**src/design/bcc_pkg.sv**
```systemverilog
package bcc_pkg;

	localparam int COUNT_W = 13;
	localparam int CFG_W = 4;
	localparam int EPOCH_W = 8;

	typedef logic [EPOCH_W-1:0] epoch_t;

	typedef struct packed {
		logic bit_req;
		logic last;
	} in_item_t;

	typedef struct packed {
		logic [COUNT_W-1:0] distinct_count;
		logic               all_seen;
		logic               is_last;
	} out_item_t;

	typedef enum logic [1:0] {
		CLR_RUN,
		CLR_DRAIN,
		CLR_SWEEP
	} clr_state_t;

	typedef struct packed {
		logic   busy;
		logic   sweep_we;
		epoch_t epoch;
	} ctl_t;

endpackage

```
**src/design/bcc_epoch_ctrl.sv**
```systemverilog
module bcc_epoch_ctrl #(
	parameter int AW = 12
) (
	input  logic            clk,
	input  logic            arst_n,
	input  logic            bump,
	input  logic            s1_busy,
	output bcc_pkg::ctl_t   ctl,
	output logic [AW-1:0]   sweep_addr
);

	localparam bcc_pkg::epoch_t EPOCH_FIRST = bcc_pkg::epoch_t'(1);
	localparam bcc_pkg::epoch_t EPOCH_LAST = '1;

	bcc_pkg::clr_state_t state_q, state_nx;
	bcc_pkg::epoch_t     epoch_q;
	logic [AW-1:0]       addr_q;
	logic                sweep_end;

	assign sweep_end = (addr_q == '1);

	always_comb begin
		state_nx = state_q;
		unique case (state_q)
			bcc_pkg::CLR_RUN: begin
				if (bump && epoch_q == EPOCH_LAST) begin
					state_nx = bcc_pkg::CLR_DRAIN;
				end
			end
			bcc_pkg::CLR_DRAIN: begin
				if (!s1_busy) begin
					state_nx = bcc_pkg::CLR_SWEEP;
				end
			end
			bcc_pkg::CLR_SWEEP: begin
				if (sweep_end) begin
					state_nx = bcc_pkg::CLR_RUN;
				end
			end
			default: state_nx = bcc_pkg::CLR_SWEEP;
		endcase
	end

	always_comb begin
		ctl.busy     = 1'b1;
		ctl.sweep_we = 1'b0;
		ctl.epoch    = epoch_q;
		unique case (state_q)
			bcc_pkg::CLR_RUN: begin
				ctl.busy = 1'b0;
			end
			bcc_pkg::CLR_DRAIN: begin
				ctl.busy = 1'b1;
			end
			bcc_pkg::CLR_SWEEP: begin
				ctl.sweep_we = 1'b1;
			end
			default: ctl.busy = 1'b1;
		endcase
	end

	assign sweep_addr = addr_q;

	always_ff @(posedge clk or negedge arst_n) begin
		if (!arst_n) begin
			state_q <= bcc_pkg::CLR_SWEEP;
			epoch_q <= EPOCH_FIRST;
			addr_q  <= '0;
		end else begin
			state_q <= state_nx;
			if (state_q == bcc_pkg::CLR_SWEEP) begin
				addr_q <= addr_q + 1'b1;
				if (sweep_end) begin
					epoch_q <= EPOCH_FIRST;
				end
			end else begin
				addr_q <= '0;
				if (state_q == bcc_pkg::CLR_RUN && bump && epoch_q != EPOCH_LAST) begin
					epoch_q <= epoch_q + 1'b1;
				end
			end
		end
	end

endmodule

```
**config.mk**
```make
export PLATFORM = sky130hd
export DESIGN_NAME = bcc_epoch_ctrl
export DESIGN_NICKNAME = d
export VERILOG_FILES = /design/src/design/bcc_pkg.sv /design/src/design/bcc_epoch_ctrl.sv
export SDC_FILE = /design/constraint.sdc
export NUM_CORES = 1
export LEC_CHECK = 0
export ABC_AREA = 1
export ABC_CLOCK_PERIOD_IN_PS = 4019
export BUFFER_PORTS_ARGS = -buffer_cell sky130_fd_sc_hd__buf_2
export CAP_MARGIN = 5
export CORE_MARGIN = 4
export CORE_UTILIZATION = 57
export DETAILED_ROUTE_END_ITERATION = 8
export PLACE_DENSITY = 0.83
export SLEW_MARGIN = 0
export SYNTH_ARGS = -nofsm -noshare
export SYNTH_HDL_FRONTEND = slang
export SYNTH_SLANG_ARGS = --single-unit
export TNS_END_PERCENT = 30
```
**constraint.sdc**
```tcl
create_clock -name clk -period 4.02 [get_ports clk]
set_input_delay 0.402 -clock clk [delete_from_list [all_inputs] [get_ports clk]]
set_output_delay 0.402 -clock clk [all_outputs]
set_load 0.02 [all_outputs]
```
==> flow_results.xml <==
<?xml version="1.0" encoding="UTF-8"?>
<metrics>
  <group name="outcome">
    <metric name="status" unit="">completed</metric>
  </group>
  <group name="synthesis">
    <metric name="synth.largest_area_cell" unit="">dfrtp_1</metric>
    <metric name="synth_enable_flop_cells" unit="">0</metric>
    <metric name="seq_cells_post_synth" unit="">22</metric>
    <metric name="synthesis.nets" unit="">167</metric>
    <metric name="synth.distinct_cells" unit="">26</metric>
    <metric name="synth.yosys.warnings" unit="">0</metric>
    <metric name="netlist_area" unit="um^2">1240</metric>
    <metric name="synthesis.area_per_instance" unit="um^2">7.73</metric>
    <metric name="synth_sequential_area_ratio" unit="%">44.4</metric>
    <metric name="post_synthesis_instance_total" unit="">161</metric>
    <metric name="ys_top_cells_by_area" unit="">dfrtp_1 (40%), nand2_1 (14%), nor2_1 (6.9%)</metric>
    <metric name="synth_top_area_share" unit="%">40.2</metric>
    <metric name="synthArstFlopShare" unit="%">100</metric>
    <metric name="postSynth.topFlopCell" unit="">dfrtp_1</metric>
  </group>
  <group name="clock_network">
    <metric name="post_cts_hold_buffer_count" unit="">0</metric>
    <metric name="htreeDepth" unit="">1</metric>
    <metric name="clock_sink_count" unit="">22</metric>
    <metric name="tritoncts_clock_tree" unit="">yes</metric>
    <metric name="clk_path_buf_depth" unit="">2</metric>
    <metric name="clock_insertion_delay_worst_skew" unit="ns">0.31</metric>
    <metric name="clkTransAtPathRegs" unit="ns">0.13</metric>
    <metric name="post-cts-setup-buffer-count" unit="">0</metric>
    <metric name="cts-root-buf" unit="">clkbuf_4</metric>
    <metric name="cts_buffers" unit="">3</metric>
    <metric name="cts_repair_resize_count" unit="">0</metric>
  </group>
  <group name="setup_path">
    <metric name="timing.critical_path.to_type" unit="">output pin</metric>
    <metric name="required_arrival_time_at_the_worst_endpoint" unit="ns">3.62</metric>
    <metric name="crit-reg2reg-capture" unit="">epoch_q[7]</metric>
    <metric name="max_stage_delay" unit="ns">0.55</metric>
    <metric name="cp_cell_sequence" unit="">inv_1, nor2_4, buf_2</metric>
    <metric name="startpoint_kind_of_the_worst_setup_timing_path" unit="">flop</metric>
    <metric name="critical_path.max_fanout" unit="">17</metric>
    <metric name="r2r.worst_path.cells" unit="">8</metric>
    <metric name="crit_arrival" unit="ns">1.48</metric>
    <metric name="r2r_start" unit="">epoch_q[0]</metric>
    <metric name="r2r_slack" unit="ns">2.44</metric>
    <metric name="criticalPathCategory" unit="">reg2out</metric>
    <metric name="crit_slowest_cell" unit="">dfstp_2</metric>
  </group>
  <group name="routing">
    <metric name="totalWireLength" unit="um">2650</metric>
    <metric name="wire_length_per_cell" unit="um">12.3</metric>
    <metric name="number_of_remaining_drc_errors" unit="">0</metric>
    <metric name="via_per_inst" unit="">5.23</metric>
    <metric name="vias" unit="">1130</metric>
    <metric name="firstDrtPassIters" unit="">4</metric>
    <metric name="antenna_left" unit="">0</metric>
    <metric name="dr.first_iter.drc_count" unit="">23</metric>
  </group>
  <group name="floorplanning">
    <metric name="initial_utilization" unit="%">61.6</metric>
    <metric name="floorplan.io_pins" unit="">26</metric>
    <metric name="floorplan.die.width" unit="um">54.7</metric>
    <metric name="floorplan.core_area" unit="um^2">2020</metric>
    <metric name="die-area" unit="um^2">3000</metric>
    <metric name="placement_rows" unit="">16</metric>
    <metric name="chipHeight" unit="um">54.7</metric>
  </group>
  <group name="timing">
    <metric name="tightestPinTransition" unit="ns">0.489</metric>
    <metric name="finalMaxSlewViolations" unit="">0</metric>
    <metric name="slew_headroom" unit="%">67.4</metric>
    <metric name="grt_setup_unrepaired" unit="">no</metric>
    <metric name="finalSetupViolCount" unit="">0</metric>
    <metric name="hold_viol_final" unit="">0</metric>
    <metric name="period_share" unit="%">46.8</metric>
    <metric name="final.setup_skew" unit="ns">0.0118</metric>
    <metric name="finalCriticalPeriod" unit="ns">1.88</metric>
    <metric name="fin_tns_setup" unit="ns">0</metric>
    <metric name="fmaxAchievable" unit="MHz">531</metric>
  </group>
  <group name="global_route">
    <metric name="grt_first_pass_wirelength" unit="um">4330</metric>
    <metric name="first_global_vias" unit="">1025</metric>
    <metric name="grt_antenna_before_repair" unit="">0</metric>
    <metric name="grt_util_all_layers" unit="%">20.0</metric>
    <metric name="grt_overflow" unit="">0</metric>
    <metric name="grt_max_degree" unit="">23</metric>
  </group>
  <group name="layout">
    <metric name="final_nets" unit="">196</metric>
    <metric name="antennaDiodeCount" unit="">0</metric>
    <metric name="finish.instance_area" unit="um^2">1420</metric>
    <metric name="layout.cells.most_common_list" unit="">nand2_1 (48), buf_2 (25), nor2_1 (23)</metric>
    <metric name="area.growth.synth_to_final" unit="%">14.3</metric>
    <metric name="fraction_of_layout_instances_using_a_drive_strength_above_1" unit="%">22.8</metric>
    <metric name="mostFrequentLayoutCell" unit="">nand2_1</metric>
  </group>
  <group name="placement">
    <metric name="dp_hpwl" unit="um">2020</metric>
    <metric name="io_buffer_count" unit="">25</metric>
    <metric name="cell_area_placed" unit="um^2">1400</metric>
    <metric name="place_congestion" unit="">0.830</metric>
  </group>
  <group name="hold_path">
    <metric name="min-delay-path-class" unit="">in2async</metric>
  </group>
  <group name="run">
    <metric name="drv_cap" unit="">0</metric>
  </group>
  <group name="power_and_ir_drop">
    <metric name="total_power_per_unit_cell_area" unit="nW/um^2">344</metric>
    <metric name="clock_power_share" unit="%">21.4</metric>
    <metric name="p_comb_share" unit="%">24.0</metric>
    <metric name="internal_power" unit="uW">320</metric>
    <metric name="leakage" unit="nW">0.727</metric>
    <metric name="power.share.switching" unit="%">34.6</metric>
    <metric name="p_switching" unit="uW">169</metric>
    <metric name="report.power.total" unit="uW">489</metric>
    <metric name="vdd_drop_max" unit="V">0.000282</metric>
    <metric name="seq_power_share" unit="%">54.5</metric>
  </group>
</metrics>
-- power by group through the flow --
stage               clock [mW]  combinational, mW  sequential [mW]
global route             0.114              0.128            0.271
detailed placement           0              0.119            0.271
floorplan                    0             0.0528            0.294
global placement             0              0.115            0.268
finish                   0.105              0.118            0.267
CTS                      0.108              0.119            0.267
-- Yosys cell counts, types with 2 or more instances --
master     n
nand2_1   48
nor2_1    23
dfrtp_1   20
inv_1     16
nand3_1   15
o21ai_0    6
a21oi_1    5
nor2_4     4
nand2_2    3
dfstp_2    2
ha_1       2
nand2_4    2
o21bai_1   2
-- cell families (layout without fill, tap and decap cells) --
kind of cell,after synthesis,count (layout),synth area share (%)
buffers and inverters,17,45,5.43
AO/OA/AOI/OAI,16,16,7.14
flip-flops,22,22,44.4
adder cells (fa/ha/maj),2,2,2.01
XOR/XNOR,2,2,1.41
AND/OR/NAND/NOR,102,102,39.6
-- cell type report --
type	instances	area, um^2
clock buffers	4	26.3
fillers	170	599
inverters	16	60.1
multi-input cells	122	624
flip-flops and latches	22	553
well taps	27	33.8
repair buffers	25	125
-- per-stage QoR --
| stage | setup WS, ns | std cells | hold slack (ns) | util, % |
|---|---|---|---|---|
| floorplan | 2.51 | 161 | 0.106 | - |
| global placement | 2.49 | 212 | 0.383 | 69.1 |
| detailed placement | 2.46 | 212 | 0.394 | 69.1 |
| CTS | 2.12 | 216 | 0.0517 | 70.4 |
| global route | 2.07 | 216 | 0.0724 | 70.4 |
| finish | 2.14 | 216 | 0.0302 | 70.4 |
-- per-layer routing --
| layer | GRT usage (%) | part of all wire [%] | vias up | wire, um |
|---|---|---|---|---|
| met3 | 2.45 | 3.9 | 6 | 104 |
| met1 | 23.6 | 45 | 523 | 1190 |
| li1 | - | - | 572 | - |
| met2 | 37.0 | 49 | 29 | 1300 |
| met5 | 0 | 0 | - | 0 |
| met4 | 6.22 | 1.8 | 0 | 48 |
-- registers in the layout, summed over array words and instances (netlist names) --
| signal | flops |
|---|---|
| state_q | 2 |
| sweep_addr | 12 |
| epoch_q | 8 |
-- how the worst max path moves through the flow --
stage,from,to,depth (start not counted)
6_report,state_q[1],ctl[8],3
5_1_grt,state_q[1],ctl[8],3
4_1_cts,state_q[1],ctl[8],3
3_5_place_dp,epoch_q[0],epoch_q[4],8
3_3_place_gp,state_q[1],ctl[8],3
2_1_floorplan,epoch_q[0],epoch_q[5],8
-- worst max-delay path: cells and delay by family, from the launching register on --
family,cells,cell delay (ns)
simple gates,1,0.32
flops,1,0.55
buf+inv,2,0.31
Power figures use the tool's default switching activity.
